[src/sv/ihc_pkg.sv]
`timescale 1ns / 1ps

package ihc_pkg;

  localparam int unsigned HDR_BYTES = 20;
  localparam int unsigned POS_W = 5;

  localparam logic [POS_W-1:0] POS_VER_IHL   = 5'd0;
  localparam logic [POS_W-1:0] POS_TOT_LEN   = 5'd3;
  localparam logic [POS_W-1:0] POS_IDENT     = 5'd5;
  localparam logic [POS_W-1:0] POS_FLAGS_OFF = 5'd7;
  localparam logic [POS_W-1:0] POS_TTL       = 5'd8;
  localparam logic [POS_W-1:0] POS_PROTO     = 5'd9;
  localparam logic [POS_W-1:0] POS_CHECKSUM  = 5'd11;
  localparam logic [POS_W-1:0] POS_SRC_FIRST = 5'd12;
  localparam logic [POS_W-1:0] POS_SRC_LAST  = 5'd15;
  localparam logic [POS_W-1:0] POS_DST_FIRST = 5'd16;
  localparam logic [POS_W-1:0] POS_DST_LAST  = 5'd19;
  localparam logic [POS_W-1:0] POS_END       = POS_W'(HDR_BYTES);

  localparam logic [1:0] VERDICT_ACCEPTED   = 2'd0;
  localparam logic [1:0] VERDICT_BAD_CSUM   = 2'd1;
  localparam logic [1:0] VERDICT_NOT_FOR_ME = 2'd2;
  localparam logic [1:0] VERDICT_UNUSED     = 2'd3;

  localparam logic [1:0] FRAG_NONE   = 2'd0;
  localparam logic [1:0] FRAG_FIRST  = 2'd1;
  localparam logic [1:0] FRAG_MIDDLE = 2'd2;
  localparam logic [1:0] FRAG_LAST   = 2'd3;

  localparam logic [1:0] CLASS_ICMP  = 2'd0;
  localparam logic [1:0] CLASS_TCP   = 2'd1;
  localparam logic [1:0] CLASS_UDP   = 2'd2;
  localparam logic [1:0] CLASS_OTHER = 2'd3;

  localparam logic [7:0] PROTO_ICMP = 8'd1;
  localparam logic [7:0] PROTO_TCP  = 8'd6;
  localparam logic [7:0] PROTO_UDP  = 8'd17;

  localparam int unsigned MF_BIT = 13;

  typedef struct packed {
    logic [15:0] ones_sum;
    logic [7:0]  version_ihl;
    logic [15:0] total_length;
    logic [15:0] ident;
    logic [15:0] flags_offset;
    logic [7:0]  ttl;
    logic [7:0]  proto;
    logic [15:0] stored_checksum;
    logic [31:0] src;
    logic [31:0] dst;
  } hdr_fields_t;

  typedef struct packed {
    logic [1:0]  verdict;
    logic [1:0]  fragment_kind;
    logic [1:0]  payload_class;
    logic [15:0] ident;
    logic [15:0] fragment_byte_offset;
    logic [15:0] payload_length;
    logic [5:0]  header_length_bytes;
    logic [7:0]  time_to_live;
    logic [7:0]  protocol_number;
    logic [31:0] source_address;
  } result_t;

  function automatic logic [15:0] oc_add(input logic [15:0] acc, input logic [15:0] word);
    logic [16:0] s;
    s = {1'b0, acc} + {1'b0, word};
    return s[15:0] + {15'd0, s[16]};
  endfunction

endpackage

[src/sv/ihc_accum.sv]
`timescale 1ns / 1ps

module ihc_accum
  import ihc_pkg::*;
(
  input  logic        clk,
  input  logic        rst,
  input  logic        take,
  input  logic [7:0]  header_byte,
  input  logic        start_of_header,
  input  logic        release_hdr,
  output logic        done,
  output hdr_fields_t fields
);

  logic [POS_W-1:0] pos;
  logic [POS_W-1:0] pos_eff;
  logic [15:0]      sum_eff;
  logic [7:0]       odd_high_byte;
  logic [15:0]      word;
  logic             in_header;

  assign pos_eff   = start_of_header ? '0 : pos;
  assign sum_eff   = start_of_header ? 16'd0 : fields.ones_sum;
  assign word      = {odd_high_byte, header_byte};
  assign in_header = pos_eff < POS_END;

  always_ff @(posedge clk) begin
    if (rst) begin
      pos           <= '0;
      odd_high_byte <= 8'd0;
      fields        <= '0;
      done          <= 1'b0;
    end else begin
      if (release_hdr) begin
        done <= 1'b0;
      end
      if (take) begin
        if (in_header) begin
          pos <= pos_eff + 5'd1;
          if (pos_eff == POS_DST_LAST) begin
            done <= 1'b1;
          end
          if (!pos_eff[0] || pos_eff == POS_CHECKSUM) begin
            fields.ones_sum <= sum_eff;
          end else begin
            fields.ones_sum <= oc_add(sum_eff, word);
          end
          if (!pos_eff[0]) begin
            odd_high_byte <= header_byte;
          end
          unique case (pos_eff) inside
            POS_VER_IHL:   fields.version_ihl     <= header_byte;
            POS_TOT_LEN:   fields.total_length    <= word;
            POS_IDENT:     fields.ident           <= word;
            POS_FLAGS_OFF: fields.flags_offset    <= word;
            POS_TTL:       fields.ttl             <= header_byte;
            POS_PROTO:     fields.proto           <= header_byte;
            POS_CHECKSUM:  fields.stored_checksum <= word;
            [POS_SRC_FIRST:POS_SRC_LAST]: fields.src <= {fields.src[23:0], header_byte};
            [POS_DST_FIRST:POS_DST_LAST]: fields.dst <= {fields.dst[23:0], header_byte};
            default: ;
          endcase
        end else begin
          pos <= pos_eff;
        end
      end
    end
  end

endmodule

[src/sv/ihc_result.sv]
`timescale 1ns / 1ps

module ihc_result
  import ihc_pkg::*;
(
  input  logic        clk,
  input  logic        rst,
  input  logic        load,
  input  logic        out_ready,
  input  logic [31:0] my_address,
  input  hdr_fields_t fields,
  output logic        out_valid,
  output result_t     result
);

  result_t     result_next;
  logic [5:0]  hl;
  logic [15:0] off;

  always_comb begin
    hl  = {fields.version_ihl[3:0], 2'b00};
    off = {fields.flags_offset[12:0], 3'b000};

    result_next.ident                = fields.ident;
    result_next.fragment_byte_offset = off;
    result_next.payload_length       = fields.total_length - {10'd0, hl};
    result_next.header_length_bytes  = hl;
    result_next.time_to_live         = fields.ttl;
    result_next.protocol_number      = fields.proto;
    result_next.source_address       = fields.src;

    if (~fields.ones_sum != fields.stored_checksum) begin
      result_next.verdict = VERDICT_BAD_CSUM;
    end else if (fields.dst != my_address) begin
      result_next.verdict = VERDICT_NOT_FOR_ME;
    end else begin
      result_next.verdict = VERDICT_ACCEPTED;
    end

    if (fields.flags_offset[MF_BIT]) begin
      result_next.fragment_kind = (off == 16'd0) ? FRAG_FIRST : FRAG_MIDDLE;
    end else begin
      result_next.fragment_kind = (off == 16'd0) ? FRAG_NONE : FRAG_LAST;
    end

    case (fields.proto)
      PROTO_ICMP: result_next.payload_class = CLASS_ICMP;
      PROTO_TCP:  result_next.payload_class = CLASS_TCP;
      PROTO_UDP:  result_next.payload_class = CLASS_UDP;
      default:    result_next.payload_class = CLASS_OTHER;
    endcase
  end

  always_ff @(posedge clk) begin
    if (rst) begin
      out_valid <= 1'b0;
    end else if (load) begin
      out_valid <= 1'b1;
    end else if (out_ready) begin
      out_valid <= 1'b0;
    end
  end

  always_ff @(posedge clk) begin
    if (load) begin
      result <= result_next;
    end
  end

endmodule

[src/sv/ipv4_header_checker_core.sv]
`timescale 1ns / 1ps
// IPv4 header checker. Header bytes enter on the input channel (in_valid,
// in_ready) one per transfer in wire order, with start_of_header marking
// byte 0. After the twentieth byte one verdict with the decoded header
// fields leaves on the output channel (out_valid, out_ready). Bytes past the
// twentieth without a start mark are taken and dropped.
// The user must write the own address through cfg_write_enable and
// cfg_write_data only while the block is idle; the block does not enforce
// this. The written address takes effect at the next clock edge. Throughput
// is one byte per cycle while in_ready is high. The accumulator captures the
// last header byte at its transfer edge; the result register, which holds
// the checksum compare and field decode, loads from it when free and raises
// out_valid. When the receiver stalls, the result register holds its
// transfer and one finished header waits in the accumulator; only when both
// are full does in_ready drop. Synchronous reset clears the byte count, the
// running sum and captured fields, both valid flags and the own address.

module ipv4_header_checker_core
  import ihc_pkg::*;
(
  input  logic        clk,
  input  logic        rst,
  input  logic        in_valid,
  output logic        in_ready,
  input  logic [7:0]  header_byte,
  input  logic        start_of_header,
  output logic        out_valid,
  input  logic        out_ready,
  output logic [1:0]  verdict,
  output logic [1:0]  fragment_kind,
  output logic [1:0]  payload_class,
  output logic [15:0] ident,
  output logic [15:0] fragment_byte_offset,
  output logic [15:0] payload_length,
  output logic [5:0]  header_length_bytes,
  output logic [7:0]  time_to_live,
  output logic [7:0]  protocol_number,
  output logic [31:0] source_address,
  input  logic        cfg_write_enable,
  input  logic [31:0] cfg_write_data
);

  logic [31:0] my_address;
  logic        done;
  logic        load;
  logic        take;
  hdr_fields_t fields;
  result_t     result;

  always_ff @(posedge clk) begin
    if (rst) begin
      my_address <= 32'd0;
    end else if (cfg_write_enable) begin
      my_address <= cfg_write_data;
    end
  end

  assign load     = done && (!out_valid || out_ready);
  assign in_ready = !done || load;
  assign take     = in_valid && in_ready;

  ihc_accum u_accum (
    .clk             (clk),
    .rst             (rst),
    .take            (take),
    .header_byte     (header_byte),
    .start_of_header (start_of_header),
    .release_hdr     (load),
    .done            (done),
    .fields          (fields)
  );

  ihc_result u_result (
    .clk        (clk),
    .rst        (rst),
    .load       (load),
    .out_ready  (out_ready),
    .my_address (my_address),
    .fields     (fields),
    .out_valid  (out_valid),
    .result     (result)
  );

  assign verdict              = result.verdict;
  assign fragment_kind        = result.fragment_kind;
  assign payload_class        = result.payload_class;
  assign ident                = result.ident;
  assign fragment_byte_offset = result.fragment_byte_offset;
  assign payload_length       = result.payload_length;
  assign header_length_bytes  = result.header_length_bytes;
  assign time_to_live         = result.time_to_live;
  assign protocol_number      = result.protocol_number;
  assign source_address       = result.source_address;

endmodule

[config.mk]
export PLATFORM = sky130hd
export DESIGN_NAME = ipv4_header_checker_core
export DESIGN_NICKNAME = d
export VERILOG_FILES = /design/src/sv/ihc_pkg.sv /design/src/sv/ihc_accum.sv /design/src/sv/ihc_result.sv /design/src/sv/ipv4_header_checker_core.sv
export SDC_FILE = /design/constraint.sdc
export NUM_CORES = 1
export LEC_CHECK = 0
export ABC_AREA = 1
export BUFFER_PORTS_ARGS = -buffer_cell sky130_fd_sc_hd__buf_2
export CAP_MARGIN = 20
export CORE_MARGIN = 3
export CORE_UTILIZATION = 58
export CTS_BUF_LIST = sky130_fd_sc_hd__clkbuf_16
export CTS_CLUSTER_DIAMETER = 120
export DETAILED_ROUTE_END_ITERATION = 8
export PLACE_DENSITY = 0.89
export SLEW_MARGIN = 15
export SYNTH_ARGS = -nofsm -noshare
export SYNTH_HDL_FRONTEND = slang
export SYNTH_SLANG_ARGS = --single-unit
[constraint.sdc]
create_clock -name clk -period 6.88 [get_ports clk]
set_clock_uncertainty 0.2 [all_clocks]
set_input_delay 0 -clock clk [delete_from_list [all_inputs] [get_ports clk]]
set_output_delay 0 -clock clk [all_outputs]
set_load 0.05 [all_outputs]
==> reports/metrics.cfg, run 1 <==
[placement]
dpl.hpwl_mm = 20.2
placed_cells = 1890
port_buffers = 150
gp_congestion = 0.907

[logic_synthesis]
seq_area_frac_synth_pct = 55.2
yosys.area.top_type = dfxtp_1
synthesis.area_um2 = 13200
yosysUniqueCellTypes = 45
ys.flop_type = dfxtp_1
syn_area_per_cell_um2 = 8.69
async_flop_share_pct = 0
yosys_warnings = 0
synth_area_leaders = dfxtp_1 (32%), edfxtp_1 (23%), nor2_1 (11%), o21ai_0 (7.6%), nand2_1 (4.9%)
synth-seq-cells = 312
synth_top_area_share_pct = 31.7
synth_edf_count = 103
synth_cells = 1518

[routing]
via_per_inst = 5.48
drt_wl_total_mm = 33.0
postRouteAntennaNets = 0
drtIter0Drc = 1041
route.detailed.drc = 0
wire_per_inst_um = 16.2
num_vias = 11200
firstDrtPassIters = 5

[power_and_ir_drop]
clkPwrFrac_pct = 42.7
combPwrFrac_pct = 8.2
vdd_ir_drop_max_mv = 0.199
seqPwrFrac_pct = 49.1
p_int_mw = 3.05
switchingPower_uw = 950
p_sw_share_pct = 23.7
p_per_area_nw_per_um2 = 251
leakage_nw = 6.85

[clocking]
clock_path_buffers = 3
cts_buffers = 30
cts-hold-fix-buffers = 87
cts_htree_levels = 1
clk_latency_ps = 570
cts_resized = 0
clkTransAtPathRegs_ps = 70
cts-root-buf = clkbuf_16
post_cts_buffers = 0
clkSinkCount = 312
tritoncts = yes

[timing]
rsz0062_at_grt = no
fin_crit_sh_pct = 51.9
hold_viol_final = 0
tightest_slew_ps = 975
fin_crit_ps = 3570
slew_violations = 0
finalSetupTns_ps = 0
slew_headroom_pct = 35.0
setup_viol = 0
max_freq_mhz = 280

[finish]
nets = 1804
area_growth_pct = 21.0
final_layout_size_suffix_gt1_share_pct = 14.4
n_antenna_cell = 0
final_cells = 2034

[setup_path]
critical_path.cell_chain = dlygate4sd3_1, buf_2, nor2_1, ha_1, fa_1, nand2_1, nand3_1, nand3_1, nand2_1, nand2_1, nand2_1, a21oi_1, o21bai_1, ha_1, ha_1, inv_1, nor2_2, nand3_1, nor2_2, nand2_2, xor2_1, nand2_1, o211ai_1, a21oi_1
rr_startpoint = u_accum.fields[152]
crit_required_ps = 7110
critPathMostFrequentCell = nand2_1
crit_family = simple AND/OR/NAND/NOR gates
crit_path_end_kind = flop
worstPathMaxFanout = 18
critPathKind = primary input to flop
slowest_stage = dlygate4sd3_1
start_kind = primary input
critPathBufInv = 3
crit_start = start_of_header
worstPathArrival_ps = 3810
slowest_delay_ps = 520

[floorplan]
fp-row-count = 54
initial_core_util_pct = 59.7
die_y_um = 157
die_x_um = 157
ios = 156
die_area_um2 = 24600
core_um2 = 22100

[hold_path]
holdCritPathClass = primary input to flop
min_from = cfg_write_data[24]

[grt]
grt_max_degree = 121
grt_use_total_pct = 26.0
antenna_found_initial = 0
overflow = 0
grt_pass1_wl_mm = 52.0
grt_pass1_vias = 10600

[run]
max_cap_violations = 0

[run_status]
status = completed

==> worst reg2reg max path, stage by stage (launching register included) <==
cell      delay, ps
dfxtp_1         360
inv_1            50
nor2_1          120
ha_1            230
fa_1            250
nand2_1          70
nand3_1          90
nand3_1         100
nand2_1         130
nand2_1          90
nand2_1          90
a21oi_1          60
o21bai_1        180
ha_1            200
ha_1            140
inv_1            50
nor2_2          130
nand3_1         150
nor2_2          160
nand2_2         130
o21ai_1         170
nand2_1          70
o21ai_1         130
a21oi_1          70
==> worst paths after layout <==
path / to / slack (ps) / cells after the start
max: u_accum.fields[160] / 3310 / 24
min: my_address[24] / 80 / 4
max reg2reg: u_accum.fields[162] / 3340 / 23
min reg2reg: u_result.result[92] / 230 / 0
==> power by group through the flow <==
stage	logic [mW]	clock network, mW	registers [mW]
2_1_floorplan	0.211	0	1.99
3_3_place_gp	0.264	0	2.00
3_5_place_dp	0.275	0	2.01
4_1_cts	0.318	1.72	1.97
5_1_grt	0.364	1.80	1.97
6_report	0.329	1.71	1.97
==> cell type report <==
cell class,count,area [µm²]
Tap cell,280,350
Clock buffer,30,751
Multi-Input combinational cell,1018,5140
Inverter,127,479
Clock inverter,26,298
Fill cell,1534,6130
Timing Repair Buffer,241,1660
Sequential cell,312,7280
==> sequential cells by signal, indices dropped and copies added (netlist names) <==
register,count
u_accum.fields,162
u_accum.odd_high_byte,8
u_result.result,103
u_accum.pos,5
u_result.out_valid,1
u_accum.done,1
my_address,32
==> metal layers <==
layer	global-route usage [%]	wire (µm)	up-vias
met5	0	0	-
li1	-	-	5402
met2	44.7	16300	455
met1	33.5	13300	5205
met4	9.80	1100	0
met3	3.62	2340	90
==> placed cells by master, fill, tap and decap left out, drive strengths merged, types with 2 or more instances in the layout <==
master and instances:
a221oi 6, conb 5, nor4 11, o211ai 7, o22ai 2, fa 2
nor3 10, nand3b 5, nand2 181, xnor2 7, nand3 37, ha 26
clkinvlp 2, o21ai 203, o21bai 2, dlygate4sd3 87, dfxtp 209, a21o 2
buf 154, a21oi 60, xor2 45, inv 128, clkbuf 30, nand4 10
edfxtp 103, nor2 390, bufinv 5, clkinv 18
==> cell usage after synthesis (all sizes together), types with 23 or more instances <==
cell / count
a21oi: 60
ha: 26
nand2: 181
nor2: 390
dfxtp: 209
buf: 23
xor2: 45
edfxtp: 103
inv: 125
o21ai: 203
clkbuf: 42
nand3: 37
==> cells by family after synthesis <==
family	synth area share, %
XOR/XNOR	3.45
adder cells (fa/ha/maj)	2.77
flip-flops	55.2
AND/OR/NAND/NOR	21.0
other	0.0284
buffers and inverters	6.01
AO/OA/AOI/OAI	11.5
==> stage by stage <==
| step | instance area, µm² | hold slack (ps) | total power [mW] | worst slack [ps] | utilization, % |
|---|---|---|---|---|---|
| CTS | 15900 | 47.5 | 4.01 | 3300 | 72.2 |
| detailed placement | 14000 | 26.4 | 2.28 | 3260 | 63.5 |
| global route | 16000 | 116 | 4.13 | 2870 | 72.2 |
| finish | 16000 | 83.3 | 4.00 | 3310 | 72.2 |
| floorplan | 13200 | -65.1 | 2.20 | 514 | - |
| global placement | 14000 | 23.3 | 2.27 | 3370 | 63.5 |
No activity file was read; power rests on OpenSTA's default activity.
==> run 2: changes to the inputs <==
- clock period: 6.88 -> 3.6 ns (I/O delays scaled with it)
==> reports/metrics.cfg, run 2 (synthesis results as in run 1) <==
[clocking]
cts_htree_levels = 1
clk_latency_ps = 540
clkTransAtPathRegs_ps = 70
clock_path_buffers = 3
clkSinkCount = 312
cts-root-buf = clkbuf_16
cts_buffers = 29
tritoncts = yes

[hold_path]
min_to = my_address[24]
min_from = cfg_write_data[24]
min_path_cells = 4
holdCritPathClass = primary input to flop

[setup_path]
critPathKind = flop to flop
rr_startpoint = u_accum.fields[152]
worstPathArrival_ps = 3590
start_kind = flop
reg2reg_slack_ps = 210
r2r_cells = 25
r2r-end = u_accum.fields[166]
crit_required_ps = 3800
crit_path_end_kind = flop
worstPathMaxFanout = 5

[run]
max_cap_violations = 0

[timing]
slew_violations = 0
tightest_slew_ps = 888
max_freq_mhz = 295
fin_crit_ps = 3390
setup_viol = 0
slew_headroom_pct = 40.8
fin_hold_ws_ps = 128
fin_crit_sh_pct = 94.1
hold_viol_final = 0

[power_and_ir_drop]
p_sw_share_pct = 23.7
leakage_nw = 6.83
p_per_area_nw_per_um2 = 460
switchingPower_mw = 1.73
seqPwrFrac_pct = 51.5
clkPwrFrac_pct = 39.5
combPwrFrac_pct = 9.0
vdd_ir_drop_max_mv = 0.405
p_int_mw = 5.56

[routing]
postRouteAntennaNets = 0
route.detailed.drc = 0
drt_wl_total_mm = 33.4
firstDrtPassIters = 6
wire_per_inst_um = 16.4
num_vias = 11200
via_per_inst = 5.54
drtIter0Drc = 1100

[floorplan]
core_um2 = 22100
die_y_um = 157
initial_core_util_pct = 59.7
fp-row-count = 54
die_x_um = 157
ios = 156
die_area_um2 = 24600

[finish]
top_register = u_accum.fields
stdcell_area_um2 = 15900
reg.largest.list = u_accum.fields: 162 flops, u_result.result: 103 flops, my_address: 32 flops
regArea_um2 = 7280
largest_reg_flops = 162
n_antenna_cell = 0
nets = 1803
multiInputGateArea_um2 = 5210
mostFrequentLayoutCell = nor2_1
fillCellCount = 1511
final_cell_mix = nor2_1 (365), dfxtp_1 (208), o21ai_0 (199)
area_growth_pct = 20.3
final_layout_size_suffix_gt1_share_pct = 15.9

[grt]
antenna_found_initial = 0
overflow = 0
grt_max_degree = 104
grt_pass1_vias = 10500
grt_use_total_pct = 26.0
grt_pass1_wl_mm = 52.1

[placement]
port_buffers = 150
dpl.hpwl_mm = 21.3
gp_congestion = 0.945
placed_cell_area_um2 = 14200

[run_status]
status = completed

==> run 2: worst max-delay path by stage <==
stage	depth (start not counted)	start	slack (ps)	to
floorplan	24	start_of_header	370	u_accum.fields[160]
global placement	23	u_accum.fields[152]	290	u_accum.fields[160]
detailed placement	25	u_accum.fields[152]	160	u_accum.fields[164]
CTS	25	u_accum.fields[152]	140	u_accum.fields[164]
global route	25	u_accum.fields[152]	-10	u_accum.fields[164]
finish	25	u_accum.fields[152]	210	u_accum.fields[166]
==> run 2: cell type report <==
type,instances,area share (%)
Timing Repair Buffer,241,10.4
Sequential cell,312,45.9
Clock inverter,22,0.773
Inverter,127,3.02
Tap cell,280,2.21
Clock buffer,31,4.89
Multi-Input combinational cell,1018,32.9
==> run 2: per-stage QoR <==
| stage | util, % | instances | power [mW] | setup TNS (ps) | setup WS (ps) |
|---|---|---|---|---|---|
| 2_1_floorplan | - | 1522 | 4.21 | 0 | 372 |
| 3_3_place_gp | 64.1 | 1905 | 4.36 | 0 | 290 |
| 3_5_place_dp | 64.1 | 1905 | 4.38 | 0 | 158 |
| 4_1_cts | 71.3 | 2028 | 7.28 | 0 | 138 |
| 5_1_grt | 71.8 | 2031 | 7.52 | -17.8 | -10.2 |
| 6_report | 71.8 | 2031 | 7.29 | 0 | 213 |
==> run 2: routing by layer <==
| metal | routed length [µm] | vias to the layer above | global-route usage (%) |
|---|---|---|---|
| met5 | 0 | - | 0 |
| met4 | 1270 | 0 | 9.92 |
| li1 | - | 5380 | - |
| met2 | 15900 | 530 | 44.1 |
| met3 | 2810 | 114 | 4.70 |
| met1 | 13400 | 5225 | 33.3 |
==> run 2: power by group through the flow <==
stage / registers (mW) / clock network, mW / logic (mW)
2_1_floorplan: 3.81 / 0 / 0.403
3_3_place_gp: 3.82 / 0 / 0.538
3_5_place_dp: 3.82 / 0 / 0.557
4_1_cts: 3.75 / 2.90 / 0.627
5_1_grt: 3.76 / 3.04 / 0.723
6_report: 3.75 / 2.88 / 0.658
==> run 2: repair_timing <==
item | CTS | global route
setup endpoints to repair | 0 | 8
buffers inserted | 0 | 3
gates resized for setup | 0 | 22
hold buffers | 70 | 0
hold endpoints to repair | 131 | 0
==> run 2: worst max-delay path, cell delays in order, from the launching register on <==
cell,delay [ps]
dfxtp_2,340
inv_1,50
nor2_2,100
ha_2,200
fa_2,220
nand2_1,50
nand3_1,90
nand3_1,120
nand2_2,100
nand2_1,60
nand2_1,100
a21oi_1,70
o21bai_1,190
ha_2,210
ha_1,130
inv_1,70
nor2_4,130
nand3_2,130
nor2_4,140
nand2_2,120
nor2_4,130
nand2_1,50
nand2_1,50
nand3_1,60
nand2_1,90
a21oi_2,50
